$ cat config.mk
export PLATFORM = sky130hd
export DESIGN_NAME = mm128_ctrl
export DESIGN_NICKNAME = d
export VERILOG_FILES = /design/src/hdl/mm128_pkg.sv /design/src/hdl/mm128_ctrl.sv
export SDC_FILE = /design/constraint.sdc
export NUM_CORES = 1
export LEC_CHECK = 0
export ABC_AREA = 1
export BUFFER_PORTS_ARGS = -buffer_cell sky130_fd_sc_hd__buf_4
export CAP_MARGIN = 25
export CELL_PAD_IN_SITES_DETAIL_PLACEMENT = 0
export CELL_PAD_IN_SITES_GLOBAL_PLACEMENT = 1
export CORE_ASPECT_RATIO = 0.75
export CORE_MARGIN = 5
export CORE_UTILIZATION = 29
export DETAILED_ROUTE_END_ITERATION = 10
export PLACE_DENSITY = 0.74
export SYNTH_ARGS = -nofsm -noshare
export SYNTH_HDL_FRONTEND = slang
export SYNTH_SLANG_ARGS = --single-unit
$ cat constraint.sdc
create_clock -name clk -period 1.62 [get_ports clk]
set_input_delay 0.081 -clock clk [delete_from_list [all_inputs] [get_ports clk]]
set_output_delay 0.081 -clock clk [all_outputs]
set_load 0.005 [all_outputs]
$ cat src/hdl/mm128_pkg.sv
// Package: shared types and constants for the 128-bit Montgomery multiplier.
package mm128_pkg;

    localparam logic [2:0] OP_MONT  = 3'd0;
    localparam logic [2:0] OP_ENTER = 3'd1;
    localparam logic [2:0] OP_EXIT  = 3'd2;
    localparam logic [2:0] OP_FULL  = 3'd3;
    localparam logic [2:0] OP_ACC   = 3'd4;

    localparam logic [1:0] REG_MOD_LOW  = 2'd0;
    localparam logic [1:0] REG_MOD_HIGH = 2'd1;
    localparam logic [1:0] REG_RSQ_LOW  = 2'd2;
    localparam logic [1:0] REG_RSQ_HIGH = 2'd3;

    // operand select for the datapath A/B registers
    localparam logic [2:0] SEL_IN_A    = 3'd0;
    localparam logic [2:0] SEL_IN_B    = 3'd1;
    localparam logic [2:0] SEL_RSQ     = 3'd2;
    localparam logic [2:0] SEL_ONE     = 3'd3;
    localparam logic [2:0] SEL_RESULT  = 3'd4;
    localparam logic [2:0] SEL_SAVE    = 3'd5;
    localparam logic [2:0] SEL_RUNNING = 3'd6;
    localparam logic [2:0] SEL_HELD_B  = 3'd7;

    typedef struct packed {
        logic       load_a;
        logic [2:0] sel_a;
        logic       load_b;
        logic [2:0] sel_b;
        logic       hold_b;     // capture request b at acceptance
        logic       start;      // begin one Montgomery product on A, B
        logic       save;       // copy product result into save register
        logic       run_load_a; // running := input a
        logic       run_load_p; // running := product result
        logic       out_load;   // output := product result
        logic       out_run;    // output := input a (chain start)
        logic       out_zero;   // output := zero
    } mm128_cmd_t;

    typedef struct packed {
        logic busy;
        logic done;
    } mm128_sts_t;

endpackage

$ cat src/hdl/mm128_ctrl.sv
// Controller: sequences products per operation and runs the handshakes.
module mm128_ctrl (
    input  logic                  clk,
    input  logic                  rst_n,
    input  logic                  in_valid,
    output logic                  in_ready,
    input  logic [2:0]            operation,
    input  logic                  chain_start,
    output logic                  out_valid,
    input  logic                  out_ready,
    output mm128_pkg::mm128_cmd_t cmd,
    input  mm128_pkg::mm128_sts_t sts
);
    localparam logic [2:0] S_IDLE  = 3'd0;
    localparam logic [2:0] S_P1    = 3'd1; // waiting on first product
    localparam logic [2:0] S_P2    = 3'd2; // full: b to form
    localparam logic [2:0] S_P3    = 3'd3; // full: waiting on later products
    localparam logic [2:0] S_P4    = 3'd4; // full: start multiply or exit
    localparam logic [2:0] S_OUT   = 3'd5;

    // full product phases, kept in op_reg after the first product
    localparam logic [2:0] PH_FORM_B = 3'd7;
    localparam logic [2:0] PH_MULT   = 3'd6;
    localparam logic [2:0] PH_MULTED = 3'd5;
    localparam logic [2:0] PH_EXIT   = 3'd4;

    logic [2:0] state_reg, state_next;
    logic [2:0] op_reg, op_next;
    logic       out_valid_reg, out_valid_next;
    logic       take;

    assign in_ready  = (state_reg == S_IDLE) && !out_valid_reg;
    assign take      = in_valid && in_ready;
    assign out_valid = out_valid_reg;

    always_comb
    begin
        state_next     = state_reg;
        op_next        = op_reg;
        out_valid_next = out_valid_reg;
        cmd            = '0;
        if (out_valid_reg && out_ready)
        begin
            out_valid_next = 1'b0;
        end
        unique case (state_reg)
            S_IDLE:
            begin
                if (take)
                begin
                    op_next    = operation;
                    cmd.load_a = 1'b1;
                    cmd.sel_a  = mm128_pkg::SEL_IN_A;
                    cmd.load_b = 1'b1;
                    cmd.hold_b = 1'b1;
                    unique case (operation)
                        mm128_pkg::OP_MONT:
                        begin
                            cmd.sel_b = mm128_pkg::SEL_IN_B; cmd.start = 1'b1;
                            state_next = S_P1;
                        end
                        mm128_pkg::OP_ENTER, mm128_pkg::OP_FULL:
                        begin
                            cmd.sel_b = mm128_pkg::SEL_RSQ; cmd.start = 1'b1;
                            state_next = S_P1;
                        end
                        mm128_pkg::OP_EXIT:
                        begin
                            cmd.sel_b = mm128_pkg::SEL_ONE; cmd.start = 1'b1;
                            state_next = S_P1;
                        end
                        mm128_pkg::OP_ACC:
                        begin
                            if (chain_start)
                            begin
                                cmd.run_load_a = 1'b1;
                                cmd.out_run    = 1'b1;
                                out_valid_next = 1'b1;
                            end
                            else
                            begin
                                cmd.sel_a = mm128_pkg::SEL_RUNNING;
                                cmd.sel_b = mm128_pkg::SEL_IN_A;
                                cmd.start = 1'b1;
                                state_next = S_P1;
                            end
                        end
                        default:
                        begin
                            cmd.out_zero   = 1'b1;
                            out_valid_next = 1'b1;
                        end
                    endcase
                end
            end
            S_P1:
            begin
                if (sts.done)
                begin
                    state_next = S_OUT;
                    if (op_reg == mm128_pkg::OP_FULL)
                    begin
                        state_next = S_P2;
                    end
                end
            end
            S_P2:
            begin
                // x saved; form y = b in Montgomery form
                cmd.save   = 1'b1;
                cmd.load_a = 1'b1; cmd.sel_a = mm128_pkg::SEL_HELD_B;
                cmd.load_b = 1'b1; cmd.sel_b = mm128_pkg::SEL_RSQ;
                cmd.start  = 1'b1;
                state_next = S_P3;
                op_next    = PH_FORM_B;
            end
            S_P3:
            begin
                if (sts.done)
                begin
                    // after product y, multiply; after multiply, exit; after exit, output
                    state_next = (op_reg == PH_FORM_B) ? S_P4 : S_OUT;
                    op_next    = (op_reg == PH_FORM_B) ? PH_MULT : op_reg;
                end
            end
            S_P4:
            begin
                cmd.load_a = 1'b1;
                cmd.load_b = 1'b1;
                cmd.start  = 1'b1;
                state_next = S_P3;
                if (op_reg == PH_MULT)
                begin
                    cmd.sel_a = mm128_pkg::SEL_SAVE;
                    cmd.sel_b = mm128_pkg::SEL_RESULT;
                    op_next   = PH_MULTED;
                end
                else
                begin
                    cmd.sel_a = mm128_pkg::SEL_RESULT;
                    cmd.sel_b = mm128_pkg::SEL_ONE;
                    op_next   = mm128_pkg::OP_FULL;
                end
            end
            S_OUT:
            begin
                cmd.out_load   = 1'b1;
                out_valid_next = 1'b1;
                state_next     = S_IDLE;
                if (op_reg == mm128_pkg::OP_ACC)
                begin
                    cmd.run_load_p = 1'b1;
                end
            end
            default:
            begin
                state_next = S_IDLE;
            end
        endcase
        // full product sequencing within S_P3
        if (state_reg == S_P3 && sts.done && op_reg == PH_MULTED)
        begin
            state_next = S_P4;
            op_next    = PH_EXIT;
        end
    end

    always_ff @(posedge clk or negedge rst_n)
    begin
        if (!rst_n)
        begin
            state_reg     <= S_IDLE;
            op_reg        <= mm128_pkg::OP_MONT;
            out_valid_reg <= 1'b0;
        end
        else
        begin
            state_reg     <= state_next;
            op_reg        <= op_next;
            out_valid_reg <= out_valid_next;
        end
    end

`ifndef SYNTH
    a_no_take_busy: assert property (@(posedge clk) disable iff (!rst_n)
        sts.busy |-> !in_ready) else $error("request taken during product");
    a_out_hold: assert property (@(posedge clk) disable iff (!rst_n)
        out_valid_reg && !out_ready |=> out_valid_reg) else $error("result dropped");
    a_one_load: assert property (@(posedge clk) disable iff (!rst_n)
        !(cmd.out_load && cmd.out_zero)) else $error("output double load");
`endif
endmodule

# [Word-level counts from Yosys, hierarchy flattened]
# Cells that the tools add are included.
# Widths: inputs -> output; s select.
[totals] reg_bits=7 in_bits=10 output_inout_bits=18
[classes] n_eq_ne=20 n_mux=41 reduce_logical=15
[op_table] operator="$mux 3" n=14
[op_table] operator="$pmux 3 s4" n=2
[op_table] operator="$pmux 8 s3" n=1
[op_table] operator="$eq 3x3->1 const B" n=7
[op_table] operator="$eq 3x2->1 const B" n=5
[op_table] operator="$mux 1" n=14
[op_table] operator="$mux 10" n=1
[op_table] operator="$ne 3x2->1 const B" n=3
[op_table] operator="$pmux 1 s2" n=4
[op_table] operator="$eq 3x1->1 const B" n=2
[op_table] operator="$logic_not 3->1" n=2
[op_table] operator="$mux 2" n=3
[op_table] operator="$pmux 2 s3" n=1
[op_table] operator="$pmux 3 s2" n=1
[op_table] operator="$logic_and 1x1->1" n=5
[op_table] operator="$reduce_and 5->1" n=1
[op_table] operator="$reduce_bool 5->1" n=1
[op_table] operator="$reduce_or 5->1" n=1
[op_table] operator="$ne 4x2->1 const B" n=1
[op_table] operator="$ne 4x4->1 const B" n=1
[op_table] operator="$reduce_and 4->1" n=1
[op_table] operator="$reduce_or 2->1" n=2
[op_table] operator="$reduce_or 4->1" n=1
[op_table] operator="$ne 3x3->1 const B" n=1
[op_table] operator="$logic_not 1->1" n=1

# [Longest topological paths before layout]
[logic_depth] ltp_word=6 mapped_depth=8

# [Worst setup path before layout]
# OpenSTA, ideal clock, no wires.
[synth_timing] path_type="reg-to-output" startpoint="register state_reg[1]" endpoint="output port cmd[4] (netlist bit)" arrival_time_ps=1252 path_slack_ps=287 stages_incl_launch_ff=7 path_buffers=1 path_cell_list="dfrtp_1 > nor2_1 > nand2_2 > nor3_4 > nand3_1 > nor2_1 > buf_4"
[synth_rtl] item="from (decl)" line_no="mm128_ctrl.sv:27" rtl="logic [2:0] state_reg, state_next;"
[synth_rtl] item="from (signal assigned)" line_no="mm128_ctrl.sv:178" rtl="state_reg <= state_next;"
[synth_rtl] item="to (decl)" line_no="mm128_ctrl.sv:11" rtl="output mm128_pkg::mm128_cmd_t cmd,"

==> flow_summary.ini <==
[detailed_routing]
wl_met3_um = 107
drtPass1Iterations = 4
drtIter0Drc = 31
drt-met1-wl_um = 969
vias = 874
wire_per_inst_um = 11.3
ant_nets = 0
highest_layer = met3
drc = 0
drt-total-wl_mm = 2.07
via_per_inst = 4.78
wl_met2_um = 990

[setup_path]
start_kind = flip-flop
endpoint_kind = output port
criticalPathCategory = reg2out
path_max_fanout = 4
worstPathArrival_ns = 1.48
cp.required_ns = 1.54

[synthesis]
yosysSeqAreaShare = 0.260
synthDistinctLibCells = 14
netlist.area_leader.share = 0.260
syn_inst = 123
synth-seq-cells = 7
syn_nets = 133
synth_area_um2 = 674
yosys_warnings = 0
yosysTopAreaCell = dfrtp_1
synthTopCellsByArea = dfrtp_1 26%, nand2_1 22%, nor2_1 15%, inv_1 8.9%, nand3_1 8.2%
syn_area_per_cell_um2 = 5.48

[sta]
slew_viol_final = 0
fin_crit_sh = 0.964
hold_violations = 0
min_period_ns = 1.56
finalHoldWorstSlack_ns = 0.0233
tns_ns = 0
setup_viol = 0
slew_headroom = 0.755
finalClockSkew_ns = 0.00625
clock.fmax_ghz = 0.640
finalWorstSetupSlack_ns = 0.0577
tightest_slew_ns = 0.366
rsz0062_at_grt = true

[finish]
drive_gt1_frac = 0.304
diodes = 0
synthToLayoutAreaGrowth_pct = 46.9
finalInstanceArea_um2 = 991
nets = 169
nFillCells = 249

[cts]
cts.reportedPaths.clkPinSlew_ns = 0.05
cts_sinks = 7
cts_root_buf = clkbuf_4
cts_made_buffers = 3
insertion_delay_ns = 0.24
cts_htree_levels = 1
clockBufferDepth = 2
cts_tree = built

[die]
start_util = 0.299
die_h_um = 51.8
die_w_um = 65.7
rows = 15
dieArea_mm2 = 0.00340
num_io_pins = 28
core_mm2 = 0.00225

[placed_design]
io_buffer_count = 26
dp_hpwl_mm = 1.65
gp_congestion = 0.770
place_ws_ns = 0.177
placed_cell_area_um2 = 893

[global_route]
first_global_vias = 777
gr-total-overflow = 0
antenna_found_initial = 0
grt_max_degree = 8
grt_pass1_wl_mm = 3.35
grtUsageTotal = 0.125

[power]
powerDensity_mw_per_mm2 = 1830
p_leak_nw = 0.595
p_total_mw = 1.81
vdd_drop_max_mv = 0.710

[flow_run]
maxCapViolCount = 0

[hold_path]
hold_class = in2reg

[outcome]
status = complete, no violations
per-stage QoR:
step,cells,utilization
finish,183,0.440
global placement,173,0.397
detailed placement,173,0.397
floorplan,123,-
global route,183,0.440
CTS,183,0.431
what timing repair did:
item                                    in CTS  in global routing
buffers inserted                             5                  0
hold buffers                                 1                  0
resized for setup                            2                  8
endpoints found under the setup margin       6                 11
endpoints found under the hold margin        7                  0
pin swaps                                    1                  2
cloned                                       0                  0
worst paths after layout:
kind / to / from / depth (start not counted) / slack (ns)
worst max-delay path: cmd[3] / state_reg[0] / 6 / 0.06
max in group asynchronous: state_reg[1] / rst_n / 2 / 1.31
worst min-delay path: out_valid / out_ready / 2 / 0.02
worst min register to register: op_reg[2] / op_reg[2] / 2 / 0.58
min in group asynchronous: op_reg[2] / rst_n / 2 / 0.18
worst max register to register: op_reg[1] / state_reg[0] / 9 / 0.19
kinds of logic (layout without fill, tap and decap cells):
logic type | after synthesis | count (layout) | synth area share
buffers and inverters | 20 | 55 | 0.122
and+or+nand+nor | 86 | 86 | 0.544
DFF | 7 | 7 | 0.260
AOI/OAI and AO/OA | 10 | 10 | 0.0742
final cells by class:
| class | count | area, um^2 | area share |
|---|---|---|---|
| inverter | 18 | 67.6 | 0.0682 |
| clock buffer | 4 | 26.3 | 0.0265 |
| multi-input combinational | 96 | 439 | 0.443 |
| timing repair buffer | 33 | 250 | 0.253 |
| sequential | 7 | 176 | 0.178 |
| tap | 25 | 31.3 | 0.0316 |
critical path, cell delays in order, from the launching register on:
cell,delay (ns)
dfrtp_1,0.40
buf_4,0.16
inv_1,0.07
nor2_1,0.19
nand2_1,0.13
nor3_1,0.15
buf_4,0.13
synthesized netlist by cell type:
cell type	number
nor2_1	27
a21oi_1	3
inv_1	16
nand2_1	39
inv_2	2
nor3_1	2
dfrtp_1	7
nor3_4	1
buf_4	2
o21ai_0	7
nand3_1	11
nand2_2	2
nor2_2	3
and2_1	1
cells in the final DEF (no fill, tap or decap):
master,instances
buf_4,32
dlygate4sd3_1,1
nor2_1,24
nand2_2,2
dfrtp_1,6
inv_1,16
nand3_1,11
nor3_4,1
clkbuf_1,1
dfrtp_2,1
nor2_4,2
nor2_2,4
nand2_1,39
nor3_1,1
nor3_2,1
o21ai_1,3
and2_1,1
inv_2,2
o21ai_0,4
a21oi_1,3
clkbuf_4,3
where the power goes:
part / internal [mW] / total (mW) / switching [mW]
sequential: 0.267 / 0.385 / 0.118
combinational: 0.555 / 1.28 / 0.722
clock: 0.0936 / 0.151 / 0.0577
total: 0.915 / 1.81 / 0.898
per-layer routing:
layer  global-route usage  up-vias
met4               0.0310        0
li1                     -      449
met2                0.201       26
met5                    0        -
met3               0.0238        0
met1                0.172      399
Power figures use the tool's default switching activity.
